**src/tdf_pkg.sv**
```systemverilog
// Shared constants and types of the table-driven event state machine engine.
`timescale 1ns / 1ps

package tdf_pkg;

	// Fixed field widths of the channels
	localparam int EV_W = 16;
	localparam int STATE_W = 4;
	localparam int ACT_W = 8;
	localparam int POS_W = 9;

	// Opcodes of an input beat
	localparam logic [1:0] OP_PROCESS   = 2'd0;
	localparam logic [1:0] OP_WR_TRANS  = 2'd1;
	localparam logic [1:0] OP_WR_ACTION = 2'd2;

	// Result status codes
	localparam logic [2:0] ST_TAKEN       = 3'd0;
	localparam logic [2:0] ST_GUARD       = 3'd1;
	localparam logic [2:0] ST_POS_RANGE   = 3'd2;
	localparam logic [2:0] ST_STATE_RANGE = 3'd3;
	localparam logic [2:0] ST_ACK         = 3'd4;

	// Configuration register indexes
	localparam logic [1:0] REG_EVENTS_PER_STATE = 2'd0;
	localparam logic [1:0] REG_TRANS_SIZE       = 2'd1;
	localparam logic [1:0] REG_ACTION_SIZE      = 2'd2;

	typedef logic [STATE_W-1:0] state_id_t;
	typedef logic [ACT_W-1:0]   action_id_t;
	typedef logic [EV_W-1:0]    event_vec_t;
	typedef logic [POS_W-1:0]   pos_t;

	// Configuration register set
	typedef struct packed {
		logic [4:0] events_per_state;
		logic [8:0] trans_size;
		logic [4:0] action_size;
	} cfg_t;

	localparam cfg_t CFG_RESET = '{
		events_per_state: 5'd16,
		trans_size:       9'd256,
		action_size:      5'd16
	};

endpackage

```
**src/tdf_if.sv**
```systemverilog
// Channel interfaces: input items, results and configuration writes.
`timescale 1ns / 1ps

interface tdf_in_if;
	import tdf_pkg::*;
	logic       valid;
	logic       ready;
	logic [1:0] opcode;
	event_vec_t event_mask;
	event_vec_t guard_pass;
	logic [7:0] entry_index;
	state_id_t  entry_target;
	logic       entry_guarded;
	action_id_t entry_move_action;
	action_id_t entry_enter_action;
	action_id_t entry_leave_action;

	modport source (output valid, opcode, event_mask, guard_pass, entry_index, entry_target,
		entry_guarded, entry_move_action, entry_enter_action, entry_leave_action,
		input ready);
	modport sink (input valid, opcode, event_mask, guard_pass, entry_index, entry_target,
		entry_guarded, entry_move_action, entry_enter_action, entry_leave_action,
		output ready);
endinterface

interface tdf_out_if;
	import tdf_pkg::*;
	logic       valid;
	logic       ready;
	state_id_t  event_index;
	state_id_t  from_state;
	state_id_t  to_state;
	action_id_t leave_action;
	action_id_t move_action;
	action_id_t enter_action;
	logic [2:0] status;
	logic       last;

	modport source (output valid, event_index, from_state, to_state, leave_action,
		move_action, enter_action, status, last, input ready);
	modport sink (input valid, event_index, from_state, to_state, leave_action,
		move_action, enter_action, status, last, output ready);
endinterface

interface tdf_cfg_if;
	logic       valid;
	logic       ready;
	logic [1:0] addr;
	logic [8:0] data;

	modport source (output valid, addr, data, input ready);
	modport sink (input valid, addr, data, output ready);
endinterface

```
**src/table_driven_event_fsm_top.sv**
```systemverilog
// Top level of the table-driven event state machine engine.
// A write or an empty mask gives its one result, an acknowledgement. Per set event bit:
// an out-of-range position is reported from the scan step, a state-range or guard stop
// after the transition read, and a taken transition after the transition read, then
// the action read. Throughput: one item at a time; the next item is taken once
// the last result sits in the output register. Reset clears state to 0 and the
// configuration to 16/256/16; the memories keep their contents and need no clearing pass.
`timescale 1ns / 1ps

module table_driven_event_fsm_top #(
	parameter int NUM_STATES     = 16,
	parameter int EVENT_BITS     = 16,
	parameter int TABLE_DEPTH    = 256,
	parameter int ACTION_ID_BITS = 8
) (
	input  logic      clk,
	input  logic      arst_n,
	tdf_cfg_if.sink   cfg,
	tdf_in_if.sink    item,
	tdf_out_if.source result
);
	import tdf_pkg::*;

	localparam int TD_AW = $clog2(TABLE_DEPTH);
	localparam int SA_AW = $clog2(NUM_STATES);
	localparam int AIDW  = (ACTION_ID_BITS < 8) ? ACTION_ID_BITS : 8;
	localparam int TE_W  = 5 + AIDW;
	localparam int AE_W  = 2 * AIDW;

	cfg_t cfg_q;

	logic             trans_wr_en, trans_rd_en;
	logic [TD_AW-1:0] trans_wr_addr, trans_rd_addr;
	logic [TE_W-1:0]  trans_wr_data, trans_rd_data;
	logic             act_wr_en, act_rd_en;
	logic [SA_AW-1:0] act_wr_addr, act_rd_addr_from, act_rd_addr_to;
	logic [AE_W-1:0]  act_wr_data, act_rd_from, act_rd_to;

	// Configuration registers; writes beyond the list are dropped
	assign cfg.ready = 1'b1;

	always_ff @(posedge clk or negedge arst_n) begin
		if (!arst_n) begin
			cfg_q <= CFG_RESET;
		end else if (cfg.valid) begin
			case (cfg.addr)
				REG_EVENTS_PER_STATE: cfg_q.events_per_state <= cfg.data[4:0];
				REG_TRANS_SIZE:       cfg_q.trans_size       <= cfg.data;
				REG_ACTION_SIZE:      cfg_q.action_size      <= cfg.data[4:0];
				default:              cfg_q                  <= cfg_q;
			endcase
		end
	end

	tdf_seq #(
		.NUM_STATES     (NUM_STATES),
		.EVENT_BITS     (EVENT_BITS),
		.TABLE_DEPTH    (TABLE_DEPTH),
		.ACTION_ID_BITS (ACTION_ID_BITS)
	) u_seq (
		.clk              (clk),
		.arst_n           (arst_n),
		.cfg              (cfg_q),
		.item             (item),
		.result           (result),
		.trans_wr_en      (trans_wr_en),
		.trans_wr_addr    (trans_wr_addr),
		.trans_wr_data    (trans_wr_data),
		.trans_rd_en      (trans_rd_en),
		.trans_rd_addr    (trans_rd_addr),
		.trans_rd_data    (trans_rd_data),
		.act_wr_en        (act_wr_en),
		.act_wr_addr      (act_wr_addr),
		.act_wr_data      (act_wr_data),
		.act_rd_en        (act_rd_en),
		.act_rd_addr_from (act_rd_addr_from),
		.act_rd_addr_to   (act_rd_addr_to),
		.act_rd_from      (act_rd_from),
		.act_rd_to        (act_rd_to)
	);

	tdf_trans_mem #(
		.DEPTH (TABLE_DEPTH),
		.WIDTH (TE_W)
	) u_trans_mem (
		.clk     (clk),
		.wr_en   (trans_wr_en),
		.wr_addr (trans_wr_addr),
		.wr_data (trans_wr_data),
		.rd_en   (trans_rd_en),
		.rd_addr (trans_rd_addr),
		.rd_data (trans_rd_data)
	);

	tdf_action_mem #(
		.DEPTH (NUM_STATES),
		.WIDTH (AE_W)
	) u_action_mem (
		.clk       (clk),
		.wr_en     (act_wr_en),
		.wr_addr   (act_wr_addr),
		.wr_data   (act_wr_data),
		.rd_en     (act_rd_en),
		.rd_addr_a (act_rd_addr_from),
		.rd_addr_b (act_rd_addr_to),
		.rd_data_a (act_rd_from),
		.rd_data_b (act_rd_to)
	);

endmodule

```
**src/tdf_trans_mem.sv**
```systemverilog
// Transition memory: one write port, one synchronous read port.
`timescale 1ns / 1ps

module tdf_trans_mem #(
	parameter int DEPTH = 256,
	parameter int WIDTH = 13
) (
	input  logic                     clk,
	input  logic                     wr_en,
	input  logic [$clog2(DEPTH)-1:0] wr_addr,
	input  logic [WIDTH-1:0]         wr_data,
	input  logic                     rd_en,
	input  logic [$clog2(DEPTH)-1:0] rd_addr,
	output logic [WIDTH-1:0]         rd_data
);

	logic [WIDTH-1:0] mem [DEPTH];
	logic [WIDTH-1:0] rd_data_q;

	// Write port
	always_ff @(posedge clk) begin
		if (wr_en) begin
			mem[wr_addr] <= wr_data;
		end
	end

	// Registered read; data holds until the next read
	always_ff @(posedge clk) begin
		if (rd_en) begin
			rd_data_q <= mem[rd_addr];
		end
	end

	assign rd_data = rd_data_q;

endmodule

```
**src/tdf_action_mem.sv**
```systemverilog
// Per-state action memory: one write port, two synchronous read ports.
`timescale 1ns / 1ps

module tdf_action_mem #(
	parameter int DEPTH = 16,
	parameter int WIDTH = 16
) (
	input  logic                     clk,
	input  logic                     wr_en,
	input  logic [$clog2(DEPTH)-1:0] wr_addr,
	input  logic [WIDTH-1:0]         wr_data,
	input  logic                     rd_en,
	input  logic [$clog2(DEPTH)-1:0] rd_addr_a,
	input  logic [$clog2(DEPTH)-1:0] rd_addr_b,
	output logic [WIDTH-1:0]         rd_data_a,
	output logic [WIDTH-1:0]         rd_data_b
);

	logic [WIDTH-1:0] mem [DEPTH];
	logic [WIDTH-1:0] rd_a_q;
	logic [WIDTH-1:0] rd_b_q;

	// Write port
	always_ff @(posedge clk) begin
		if (wr_en) begin
			mem[wr_addr] <= wr_data;
		end
	end

	// Both read ports share one enable
	always_ff @(posedge clk) begin
		if (rd_en) begin
			rd_a_q <= mem[rd_addr_a];
			rd_b_q <= mem[rd_addr_b];
		end
	end

	assign rd_data_a = rd_a_q;
	assign rd_data_b = rd_b_q;

endmodule

```
**src/tdf_seq.sv**
```systemverilog
// Sequencer: walks the event bits, reads both memories and fills the result register.
`timescale 1ns / 1ps

module tdf_seq #(
	parameter int NUM_STATES     = 16,
	parameter int EVENT_BITS     = 16,
	parameter int TABLE_DEPTH    = 256,
	parameter int ACTION_ID_BITS = 8,
	localparam int TD_AW = $clog2(TABLE_DEPTH),
	localparam int SA_AW = $clog2(NUM_STATES),
	localparam int AIDW  = (ACTION_ID_BITS < 8) ? ACTION_ID_BITS : 8,
	localparam int TE_W  = 5 + AIDW,
	localparam int AE_W  = 2 * AIDW
) (
	input  logic              clk,
	input  logic              arst_n,
	input  tdf_pkg::cfg_t     cfg,
	tdf_in_if.sink            item,
	tdf_out_if.source         result,
	// transition memory
	output logic              trans_wr_en,
	output logic [TD_AW-1:0]  trans_wr_addr,
	output logic [TE_W-1:0]   trans_wr_data,
	output logic              trans_rd_en,
	output logic [TD_AW-1:0]  trans_rd_addr,
	input  logic [TE_W-1:0]   trans_rd_data,
	// action memory
	output logic              act_wr_en,
	output logic [SA_AW-1:0]  act_wr_addr,
	output logic [AE_W-1:0]   act_wr_data,
	output logic              act_rd_en,
	output logic [SA_AW-1:0]  act_rd_addr_from,
	output logic [SA_AW-1:0]  act_rd_addr_to,
	input  logic [AE_W-1:0]   act_rd_from,
	input  logic [AE_W-1:0]   act_rd_to
);
	import tdf_pkg::*;

	localparam int NB = (EVENT_BITS < EV_W) ? EVENT_BITS : EV_W;
	localparam event_vec_t EV_LIM = EV_W'((33'd1 << NB) - 33'd1);
	localparam event_vec_t EV_ONE = EV_W'(1);

	typedef enum logic [1:0] {S_IDLE, S_SCAN, S_TRANS, S_ACT} seq_state_t;

	seq_state_t state_q, nstate;
	event_vec_t mask_q, guard_q, mask_n;
	state_id_t  cur_q, bit_q, tgt_q;
	logic [AIDW-1:0] mv_q;

	// result register
	logic       ov_q;
	state_id_t  o_ev_q, o_from_q, o_to_q;
	action_id_t o_lv_q, o_mv_q, o_en_q;
	logic [2:0] o_st_q;
	logic       o_last_q;

	logic       accept, out_free, emit;
	state_id_t  lb, e_ev, e_to;
	action_id_t e_lv, e_mv, e_en;
	logic [2:0] e_st;
	logic       e_last;
	pos_t       pos;
	logic [31:0] pos_ext, wr_idx_ext, cur_ext, tgt_ext;
	logic       pos_bad, state_bad, guard_bad;
	event_vec_t rest_scan, rest_bit;
	state_id_t  te_tgt;
	logic       te_grd;
	logic [AIDW-1:0] te_mv;

	assign accept   = item.valid && item.ready;
	assign out_free = !ov_q || result.ready;
	assign item.ready = (state_q == S_IDLE);

	// Table writes happen on the accept beat; reads come only later, so no overlap
	assign wr_idx_ext    = 32'(item.entry_index);
	assign trans_wr_en   = accept && (item.opcode == OP_WR_TRANS)
		&& (wr_idx_ext < 32'(TABLE_DEPTH));
	assign trans_wr_addr = wr_idx_ext[TD_AW-1:0];
	assign trans_wr_data = {item.entry_move_action[AIDW-1:0], item.entry_guarded,
		item.entry_target};
	assign act_wr_en     = accept && (item.opcode == OP_WR_ACTION)
		&& (wr_idx_ext < 32'(NUM_STATES));
	assign act_wr_addr   = wr_idx_ext[SA_AW-1:0];
	assign act_wr_data   = {item.entry_leave_action[AIDW-1:0],
		item.entry_enter_action[AIDW-1:0]};

	// Lowest pending event bit
	always_comb begin
		lb = '0;
		for (int i = EV_W - 1; i >= 0; i--) begin
			if (mask_q[i]) begin
				lb = STATE_W'(i);
			end
		end
	end

	// Table position and bounds
	assign pos       = POS_W'(cur_q) * POS_W'(cfg.events_per_state) + POS_W'(lb);
	assign pos_ext   = 32'(pos);
	assign pos_bad   = (pos >= cfg.trans_size) || (pos_ext >= 32'(TABLE_DEPTH));
	assign rest_scan = mask_q & ~(EV_ONE << lb);
	assign rest_bit  = mask_q & ~(EV_ONE << bit_q);
	assign trans_rd_addr = pos_ext[TD_AW-1:0];

	// Transition entry fields and checks
	assign te_tgt    = trans_rd_data[3:0];
	assign te_grd    = trans_rd_data[4];
	assign te_mv     = trans_rd_data[TE_W-1:5];
	assign cur_ext   = 32'(cur_q);
	assign tgt_ext   = 32'(te_tgt);
	assign state_bad = ({1'b0, te_tgt} >= cfg.action_size) || ({1'b0, cur_q} >= cfg.action_size)
		|| (tgt_ext >= 32'(NUM_STATES)) || (cur_ext >= 32'(NUM_STATES));
	assign guard_bad = te_grd && !guard_q[bit_q];
	assign act_rd_addr_from = cur_ext[SA_AW-1:0];
	assign act_rd_addr_to   = tgt_ext[SA_AW-1:0];

	// Next state and result to emit
	always_comb begin
		emit        = 1'b0;
		e_ev        = '0;
		e_to        = cur_q;
		e_lv        = '0;
		e_mv        = '0;
		e_en        = '0;
		e_st        = ST_ACK;
		e_last      = 1'b1;
		nstate      = state_q;
		mask_n      = mask_q;
		trans_rd_en = 1'b0;
		act_rd_en   = 1'b0;
		case (state_q)
			S_IDLE: begin
				if (accept) begin
					nstate = S_SCAN;
				end
			end
			S_SCAN: begin
				if (mask_q == '0) begin
					// write, unused opcode or empty mask: acknowledge
					if (out_free) begin
						emit   = 1'b1;
						nstate = S_IDLE;
					end
				end else if (pos_bad) begin
					e_ev   = lb;
					e_st   = ST_POS_RANGE;
					e_last = (rest_scan == '0);
					if (out_free) begin
						emit   = 1'b1;
						mask_n = rest_scan;
						nstate = (rest_scan == '0) ? S_IDLE : S_SCAN;
					end
				end else begin
					trans_rd_en = 1'b1;
					nstate      = S_TRANS;
				end
			end
			S_TRANS: begin
				e_ev   = bit_q;
				e_last = (rest_bit == '0);
				if (state_bad || guard_bad) begin
					e_st = state_bad ? ST_STATE_RANGE : ST_GUARD;
					if (out_free) begin
						emit   = 1'b1;
						mask_n = rest_bit;
						nstate = (rest_bit == '0) ? S_IDLE : S_SCAN;
					end
				end else begin
					act_rd_en = 1'b1;
					nstate    = S_ACT;
				end
			end
			S_ACT: begin
				e_ev   = bit_q;
				e_to   = tgt_q;
				e_mv   = ACT_W'(mv_q);
				e_st   = ST_TAKEN;
				e_last = (rest_bit == '0);
				// leave and enter actions only on a real state change
				if (tgt_q != cur_q) begin
					e_lv = ACT_W'(act_rd_from[AE_W-1:AIDW]);
					e_en = ACT_W'(act_rd_to[AIDW-1:0]);
				end
				if (out_free) begin
					emit   = 1'b1;
					mask_n = rest_bit;
					nstate = (rest_bit == '0) ? S_IDLE : S_SCAN;
				end
			end
			default: begin
				nstate = S_IDLE;
			end
		endcase
	end

	// State, working registers and result register
	always_ff @(posedge clk or negedge arst_n) begin
		if (!arst_n) begin
			state_q  <= S_IDLE;
			cur_q    <= '0;
			mask_q   <= '0;
			guard_q  <= '0;
			bit_q    <= '0;
			tgt_q    <= '0;
			mv_q     <= '0;
			ov_q     <= 1'b0;
			o_ev_q   <= '0;
			o_from_q <= '0;
			o_to_q   <= '0;
			o_lv_q   <= '0;
			o_mv_q   <= '0;
			o_en_q   <= '0;
			o_st_q   <= ST_ACK;
			o_last_q <= 1'b0;
		end else begin
			state_q <= nstate;
			if (accept) begin
				mask_q  <= (item.opcode == OP_PROCESS) ? (item.event_mask & EV_LIM) : '0;
				guard_q <= item.guard_pass;
			end else begin
				mask_q <= mask_n;
			end
			if (trans_rd_en) begin
				bit_q <= lb;
			end
			if (act_rd_en) begin
				tgt_q <= te_tgt;
				mv_q  <= te_mv;
			end
			if (emit && (state_q == S_ACT)) begin
				cur_q <= tgt_q;
			end
			if (emit) begin
				ov_q     <= 1'b1;
				o_ev_q   <= e_ev;
				o_from_q <= cur_q;
				o_to_q   <= e_to;
				o_lv_q   <= e_lv;
				o_mv_q   <= e_mv;
				o_en_q   <= e_en;
				o_st_q   <= e_st;
				o_last_q <= e_last;
			end else if (result.ready) begin
				ov_q <= 1'b0;
			end
		end
	end

	assign result.valid        = ov_q;
	assign result.event_index  = o_ev_q;
	assign result.from_state   = o_from_q;
	assign result.to_state     = o_to_q;
	assign result.leave_action = o_lv_q;
	assign result.move_action  = o_mv_q;
	assign result.enter_action = o_en_q;
	assign result.status       = o_st_q;
	assign result.last         = o_last_q;

endmodule

```
**src/flat_wrapper.sv**
```systemverilog
// flat-port wrapper written by rule: the top's interface ports become plain ports
module table_driven_event_fsm_top_flat import tdf_pkg::*;
#(
	parameter int NUM_STATES     = 16,
	parameter int EVENT_BITS     = 16,
	parameter int TABLE_DEPTH    = 256,
	parameter int ACTION_ID_BITS = 8
)
  (clk, arst_n, cfg_valid, cfg_addr, cfg_data, cfg_ready, item_valid, item_opcode, item_event_mask, item_guard_pass, item_entry_index, item_entry_target, item_entry_guarded, item_entry_move_action, item_entry_enter_action, item_entry_leave_action, item_ready, result_valid, result_event_index, result_from_state, result_to_state, result_leave_action, result_move_action, result_enter_action, result_status, result_last, result_ready);
  tdf_cfg_if cfg_i ();
  tdf_in_if item_i ();
  tdf_out_if result_i ();
  input  logic clk;
  input  logic arst_n;
  input wire logic [$bits(cfg_i.valid)-1:0] cfg_valid;
  input wire logic [$bits(cfg_i.addr)-1:0] cfg_addr;
  input wire logic [$bits(cfg_i.data)-1:0] cfg_data;
  output wire logic [$bits(cfg_i.ready)-1:0] cfg_ready;
  input wire logic [$bits(item_i.valid)-1:0] item_valid;
  input wire logic [$bits(item_i.opcode)-1:0] item_opcode;
  input wire logic [$bits(item_i.event_mask)-1:0] item_event_mask;
  input wire logic [$bits(item_i.guard_pass)-1:0] item_guard_pass;
  input wire logic [$bits(item_i.entry_index)-1:0] item_entry_index;
  input wire logic [$bits(item_i.entry_target)-1:0] item_entry_target;
  input wire logic [$bits(item_i.entry_guarded)-1:0] item_entry_guarded;
  input wire logic [$bits(item_i.entry_move_action)-1:0] item_entry_move_action;
  input wire logic [$bits(item_i.entry_enter_action)-1:0] item_entry_enter_action;
  input wire logic [$bits(item_i.entry_leave_action)-1:0] item_entry_leave_action;
  output wire logic [$bits(item_i.ready)-1:0] item_ready;
  output wire logic [$bits(result_i.valid)-1:0] result_valid;
  output wire logic [$bits(result_i.event_index)-1:0] result_event_index;
  output wire logic [$bits(result_i.from_state)-1:0] result_from_state;
  output wire logic [$bits(result_i.to_state)-1:0] result_to_state;
  output wire logic [$bits(result_i.leave_action)-1:0] result_leave_action;
  output wire logic [$bits(result_i.move_action)-1:0] result_move_action;
  output wire logic [$bits(result_i.enter_action)-1:0] result_enter_action;
  output wire logic [$bits(result_i.status)-1:0] result_status;
  output wire logic [$bits(result_i.last)-1:0] result_last;
  input wire logic [$bits(result_i.ready)-1:0] result_ready;
  assign cfg_i.valid = cfg_valid;
  assign cfg_i.addr = cfg_addr;
  assign cfg_i.data = cfg_data;
  assign cfg_ready = cfg_i.ready;
  assign item_i.valid = item_valid;
  assign item_i.opcode = item_opcode;
  assign item_i.event_mask = item_event_mask;
  assign item_i.guard_pass = item_guard_pass;
  assign item_i.entry_index = item_entry_index;
  assign item_i.entry_target = item_entry_target;
  assign item_i.entry_guarded = item_entry_guarded;
  assign item_i.entry_move_action = item_entry_move_action;
  assign item_i.entry_enter_action = item_entry_enter_action;
  assign item_i.entry_leave_action = item_entry_leave_action;
  assign item_ready = item_i.ready;
  assign result_valid = result_i.valid;
  assign result_event_index = result_i.event_index;
  assign result_from_state = result_i.from_state;
  assign result_to_state = result_i.to_state;
  assign result_leave_action = result_i.leave_action;
  assign result_move_action = result_i.move_action;
  assign result_enter_action = result_i.enter_action;
  assign result_status = result_i.status;
  assign result_last = result_i.last;
  assign result_i.ready = result_ready;
  table_driven_event_fsm_top #(.NUM_STATES(NUM_STATES), .EVENT_BITS(EVENT_BITS), .TABLE_DEPTH(TABLE_DEPTH), .ACTION_ID_BITS(ACTION_ID_BITS)) u_core (.clk(clk), .arst_n(arst_n), .cfg(cfg_i), .item(item_i), .result(result_i));
endmodule
```
**config.mk**
```make
export PLATFORM = sky130hd
export DESIGN_NAME = table_driven_event_fsm_top_flat
export DESIGN_NICKNAME = d
export VERILOG_FILES = /design/src/tdf_pkg.sv /design/src/tdf_if.sv /design/src/table_driven_event_fsm_top.sv /design/src/tdf_trans_mem.sv /design/src/tdf_action_mem.sv /design/src/tdf_seq.sv /design/src/flat_wrapper.sv
export SDC_FILE = /design/constraint.sdc
export NUM_CORES = 2
export LEC_CHECK = 0
export BUFFER_PORTS_ARGS = -buffer_cell sky130_fd_sc_hd__buf_2
export CAP_MARGIN = 20
export CORE_AREA = 2 2 807 809
export CTS_BUF_LIST = sky130_fd_sc_hd__clkbuf_16
export DETAILED_ROUTE_END_ITERATION = 10
export DIE_AREA = 0 0 809 811
export SLEW_MARGIN = 20
export SYNTH_ARGS = -nofsm -noshare
export SYNTH_HDL_FRONTEND = slang
export SYNTH_HIERARCHICAL = 1
export SYNTH_SLANG_ARGS = --single-unit
```
**constraint.sdc**
```tcl
create_clock -name clk -period 6.05 [get_ports clk]
set_input_delay 0.605 -clock clk [delete_from_list [all_inputs] [get_ports clk]]
set_output_delay 0.605 -clock clk [all_outputs]
set_load 0.02 [all_outputs]
```
---- After elaboration in Yosys (flattened, before gate mapping) ----
Memory sizes are Yosys's and may differ from the RTL's. A register that Yosys moved wholly into a read port is not among the register bits.
Cells that the tools add are included.
cells by class
  $add $sub $neg .......................... 1
  multiply operators ...................... 1
  div/mod/pow operators ................... 0
  order comparisons ....................... 9
  equality and inequality tests ........... 15
  shifts and indexed selects .............. 2
  multiplexer cells ....................... 69
  bitwise operators ....................... 4
  reduce and logical (&&, ||, !) cells .... 29
operator list
  cell                                                        count
  2-to-1 mux 16 bit                                           7
  2-to-1 mux 4 bit                                            19
  zero test 16 bit                                            3
  case mux 16 bit (3 select lines)                            1
  2-to-1 mux 8 bit                                            5
  AND 16 bit                                                  2
  NOT 16 bit                                                  2
  left shift 1 x 4 -> 16 bit, first input constant            2
  2-to-1 mux 1 bit                                            20
  != test 3 bit, second input constant                        6
  2-to-1 mux 2 bit                                            8
  >= comparator 4 x 5 -> 1 bit                                2
  >= comparator 4 x 5 -> 1 bit, second input constant         2
  adder 9 x 4 -> 9 bit                                        1
  >= comparator 9 bit                                         1
  >= comparator 9 bit, second input constant                  1
  less-than comparator 8 x 9 -> 1 bit, second input constant  1
  multiplier 4 x 5 -> 9 bit                                   1
  2-to-1 mux 3 bit                                            3
  case mux 3 bit (3 select lines)                             1
  == test 2 bit, second input constant                        4
  less-than comparator 8 x 5 -> 1 bit, second input constant  1
  case mux 2 bit (4 select lines)                             1
  case mux 4 bit (2 select lines)                             1
  17 further kinds                                            35
storage, ports and cells
  register bits after elaboration ......... 114
  latch bits .............................. 0
  memory bits (writable) .................. 3584
  memory bits (read-only) ................. 0
  output and inout port bits .............. 43
  logic and storage cells ................. 151
  memories kept ........................... 2
memories
  memory                   words  width  read ports  clocked after memory_dff  write ports  line                  source
  u_core.u_trans_mem.mem   256    13     1           1                         1            tdf_trans_mem.sv:17   logic [WIDTH-1:0] mem [DEPTH];
  u_core.u_action_mem.mem  16     16     2           2                         1            tdf_action_mem.sv:19  logic [WIDTH-1:0] mem [DEPTH];

---- Depth between registers and ports, before layout ----
  depth in word-level cells ............... 25
  mapped depth ............................ 23
  mapped depth without buffers ............ 20

---- By module ----
Netlist, hierarchy kept.
by module, submodules not included
  module                      times used  cells each  area each (µm²)  seq. area each (µm²)
  tdf_trans_mem               1           5729        128514.5         100326.2
  tdf_action_mem              1           585         12655.9          8648.3
  tdf_seq                     1           714         6468.7           2378.5
  table_driven_event_fsm_top  1           43          750.7            479.2

---- Least setup slack after synthesis ----
OpenSTA, ideal clock, no wires.
  path type ............................... flip-flop to flip-flop
  from .................................... reg u_core.u_seq.cur_q[2], in the netlist u_core/u_seq/act_rd_addr_from[2]
  to ...................................... reg u_core.u_seq.o_ev_q[0], in the netlist u_core/u_seq/result.event_index[0]
  data arrival time ....................... 5.069 ns
  data required time ...................... 5.925 ns
  setup slack ............................. 0.856 ns
  cell stages (with the launch flop) ...... 20
  buffers on the path ..................... 1
  clock period less this slack ............ 5.194 ns
  path through ............................ dfrtp_1 clkbuf_1 nand2_1 fa_1 fa_1 fa_1 inv_1 ha_1 o21a_1 a21oi_1 o21bai_1 xor2_1 ha_1 nand4_1 and3_1 o21a_1 o221a_2 and3_4 nor3b_1 mux2_2
on the way
  cells in the longest elaborated chain, start to end .. 7
  elaborated cells on any way between the ends .. 18
ends and longest elaborated chain
  element                                                                                    line                              source
  start, declared                                                                            tdf_seq.sv:47                     state_id_t cur_q, bit_q, tgt_q;
  start signal, assigned                                                                     tdf_seq.sv:231                    cur_q <= tgt_q;
  multiplier 4 x 5 -> 9 bit *                                                                tdf_seq.sv:98                     assign pos = POS_W'(cur_q) * POS_W'(cfg.events_per_state) + POS_W'(lb);
  adder 9 x 4 -> 9 bit *                                                                     tdf_seq.sv:98
  net u_core.trans_rd_addr[6]                                                                table_driven_event_fsm_top.sv:33  logic [TD_AW-1:0] trans_wr_addr, trans_rd_addr;
  >= comparator 9 bit                                                                        tdf_seq.sv:100                    assign pos_bad = (pos >= cfg.trans_size) || (pos_ext >= 32'(TABLE_DEPTH));
  logical OR 1 bit *                                                                         tdf_seq.sv:100
  2-to-1 mux 1 bit / 2-to-1 mux 4 bit (equally long branches)                                tdf_seq.sv:144                    end else if (pos_bad) begin
  2-to-1 mux 1 bit / 2-to-1 mux 4 bit (equally long branches)                                tdf_seq.sv:138                    if (mask_q == '0) begin
  case mux 1 bit (3 select lines) / case mux 4 bit (2 select lines) (equally long branches)  tdf_seq.sv:131                    case (state_q)
  end signal, assigned                                                                       tdf_seq.sv:235                    o_ev_q <= e_ev;
  end, declared                                                                              tdf_seq.sv:52                     state_id_t o_ev_q, o_from_q, o_to_q;
Mark *: on every way through the listed nets, which the timed path passes. The rest lies on a longest branch.
A chain may end at the register's enable or synchronous reset.

---- Worst setup path after layout ----
  from .................................... reg u_core.u_seq.mask_q[6]
  to ...................................... reg u_core.u_trans_mem.rd_data_q[6], in the netlist u_core/u_trans_mem/rd_data[6], read port of u_core.u_trans_mem.mem (data pin)
on the way
  cells in the longest elaborated chain, start to end .. 13
  elaborated cells on any way between the ends .. 15
ends and longest elaborated chain
  element                          line                              source
  start, declared                  tdf_seq.sv:46                     event_vec_t mask_q, guard_q, mask_n;
  start signal, assigned           tdf_seq.sv:218                    mask_q <= (item.opcode == OP_PROCESS) ? (item.event_mask & EV_LIM) : '0;
  start signal, assigned           tdf_seq.sv:221                    mask_q <= mask_n;
  2-to-1 mux 4 bit * (7 in a row)  tdf_seq.sv:91                     if (mask_q[i]) begin
  adder 9 x 4 -> 9 bit *           tdf_seq.sv:98
  net u_core.trans_rd_addr[4]      table_driven_event_fsm_top.sv:33
  >= comparator 9 bit              tdf_seq.sv:100
  logical OR 1 bit                 tdf_seq.sv:100
  2-to-1 mux 1 bit                 tdf_seq.sv:144
  2-to-1 mux 1 bit                 tdf_seq.sv:138
  2-to-1 mux 1 bit                 tdf_seq.sv:131
  end, declared                    tdf_trans_mem.sv:18               logic [WIDTH-1:0] rd_data_q;
Marked as above.

==> qor.yml <==
clocking:
  htreeDepth: 5
  cts_made_buffers: 376
  clk_pin_slew_ps: 60
  cts_tree: "done"
  cts_sinks: 3727
  insertion_delay_ps: 970
  cts_max_path_buffers: 4
  clockRootBuffer: "clkbuf_16"
global_routing:
  track_usage: 0.115
  grt_max_degree: 169
  overflow: 0
  antenna_found_initial: 24
  grt_pass1_vias: 72500
  grt_pass1_wl_um: 559000
finish:
  multiInputGateArea_sq_um: 32200
  drive_gt1_frac: 0.277
  seqCellArea_sq_um: 111000
  syn2layout_area_growth_pct: 17.9
  fillCellCount: 64100
  final_util: 0.266
  nets: 7700
  fin_cells: 16500
synth:
  ys_warn_count: 6
  syn_area_sq_um: 146000
  syn_nets: 7074
  postSynthCellCount: 6943
  postSynthAreaPerCell_sq_um: 21.0
route:
  vias: 74000
  ant_nets: 0
  drc: 0
  postRouteWirelength_um: 395000
  first_pass_iters: 6
  drt-initial-drc-count: 10000
  wl_per_cell_um: 23.9
  routed_via_density: 4.48
sta:
  max-slew-margin-rel: 0.210
  tightest_slew_ps: 1180
  finalCritPeriodShare: 0.976
  fmax_ghz: 0.169
  hold_viol_final: 0
  tns_ps: 0
  fin_crit_ps: 5910
  setup_viol: 0
  skew_ps: 67.5
  report.final.slew_viol_count: 0
floorplanning:
  die_area_sq_um: 656000
  die_y_um: 811
  core_region_area_sq_um: 648000
  dieWidth_um: 809
  start_util: 0.226
  rows: 296
  boundaryPins: 130
worst_setup_path:
  path_max_fanout: 35
  r2r-start: "u_core/u_seq/mask_q[6]"
  critPathTopFamily: "simple AND/OR/NAND/NOR gates"
  crit_chain: "or4_4 > nor2_1 > nand2_1 > fa_1 > inv_1 > ha_1 > buf_4 > o21a_1 > a21oi_4 > buf_12 > and2_2 > buf_4 > a22o_1 > a221oi_1 > o21ai_0 > nor3_1 > buf_4 > nor4_1"
  cp_num_buf_inv: 5
  critPathSlowestCell: "o21ai_0"
  worstSetupStartpoint: "u_core/u_seq/mask_q[6]"
  startpoint_type: "flip-flop"
  worst_ep_required_time_ps: 6750
  critPathKind: "reg2reg"
  cpMostUsedCell: "buf_4"
  cpPeakStageDelay_ps: 630
  worstSetupEndpointType: "flip-flop"
  cp.arrival_ps: 6610
placed_design:
  dp_hpwl_um: 248000
  gp_congestion: 0.882
  dp.cells: 15800
  io_buffer_count: 128
run:
  maxCapViolations: 0
min_path:
  min_from: "item_entry_leave_action[7]"
  hold_class: "in2reg"
outcome:
  status: "finished, final reports clean"
[worst reg2reg max path: stages, from the launching register on]
cell and delay, ps:
dfrtp_1 490, or4_4 600, nor2_1 150, nand2_1 190, fa_1 620, inv_1 60, ha_1 280, buf_4 160
o21a_1 250, a21oi_4 190, buf_12 190, and2_2 370, buf_4 490, a22o_1 280, a221oi_1 80, o21ai_0 630
nor3_1 110, buf_4 210, nor4_1 300
[sequential cells by signal, indices dropped and copies added (netlist names), 8 cells and up]
name	cells
u_core/u_trans_mem/rd_data	13
u_core/u_action_mem/rd_data_b	8
u_core/u_action_mem/rd_data_a	8
u_core/u_seq/result.enter_action	8
u_core/u_seq/result.leave_action	8
u_core/u_seq/mask_q	16
u_core/u_action_mem/mem	256
u_core/u_seq/guard_q	16
u_core/cfg_q	19
u_core/u_seq/result.move_action	8
u_core/u_seq/mv_q	8
u_core/u_trans_mem/mem	3328
[repair_timing]
action	CTS	global route
hold buffers	41	0
endpoints found under the hold margin	92	0
setup endpoints to repair	5	19
buffers inserted	0	2
resized for setup	2	22
[path summary, 6_finish.rpt]
kind / cells past startpoint / slack, ps / endpoint
worst max-delay path: 18 / 140 / u_core/u_trans_mem/rd_data[6]
worst min-delay path: 1 / 70 / u_core/u_action_mem/mem[7][15]
worst max register to register: 18 / 140 / u_core/u_trans_mem/rd_data[6]
worst min register to register: 1 / 460 / u_core/u_seq/result.leave_action[7]
max in group asynchronous: 3 / 4390 / u_core/u_seq/act_rd_addr_from[1]
min in group asynchronous: 2 / 210 / u_core/u_seq/guard_q[8]
[layer usage]
metal / up-vias / wire length [um] / global-route usage
li1: 30300 / - / -
met1: 39700 / 166000 / 0.162
met2: 3497 / 182000 / 0.181
met3: 548 / 35500 / 0.0242
met4: 10 / 10700 / 0.0297
met5: - / 69 / 0
[metrics by stage]
step,setup slack (ps),hold WS (ps),area [sq um]
2_1_floorplan,856,309,146000
3_3_place_gp,-61.9,445,160000
3_5_place_dp,-0.912,453,160000
4_1_cts,5.40,10.7,172000
5_1_grt,-24.0,50.1,172000
6_report,144,69.8,172000
[layout by cell type, fill, tap and decap left out, types with 21 or more instances in the layout]
master / count
ha_1: 33
mux2i_1: 252
dlygate4sd3_1: 41
a21oi_1: 109
bufinv_16: 25
buf_12: 51
mux4_2: 844
mux2_2: 46
edfxtp_1: 3613
nor2b_1: 44
clkinv_2: 65
nor2_1: 304
nand4_1: 26
nand3_1: 32
buf_4: 497
dfrtp_1: 108
a22oi_1: 111
buf_2: 114
o221ai_1: 70
clkbuf_16: 380
a221oi_1: 55
nor2_2: 21
inv_1: 134
o22ai_1: 39
a22o_1: 64
nor3_1: 37
clkinv_1: 83
nand2_1: 205
a211oi_1: 37
o21ai_0: 55
[cell type report]
class	instances	share of cell area
timing repair buffer	719	0.0347
sequential	3727	0.646
clock inverter	296	0.0133
tap	8642	0.0627
antenna	8	0.000116
multi-input combinational	2694	0.187
clock buffer	380	0.0552
inverter	51	0.00113
Power is not shown: default switching activity piles up to over one toggle a cycle in this logic, so the estimate is an artifact.
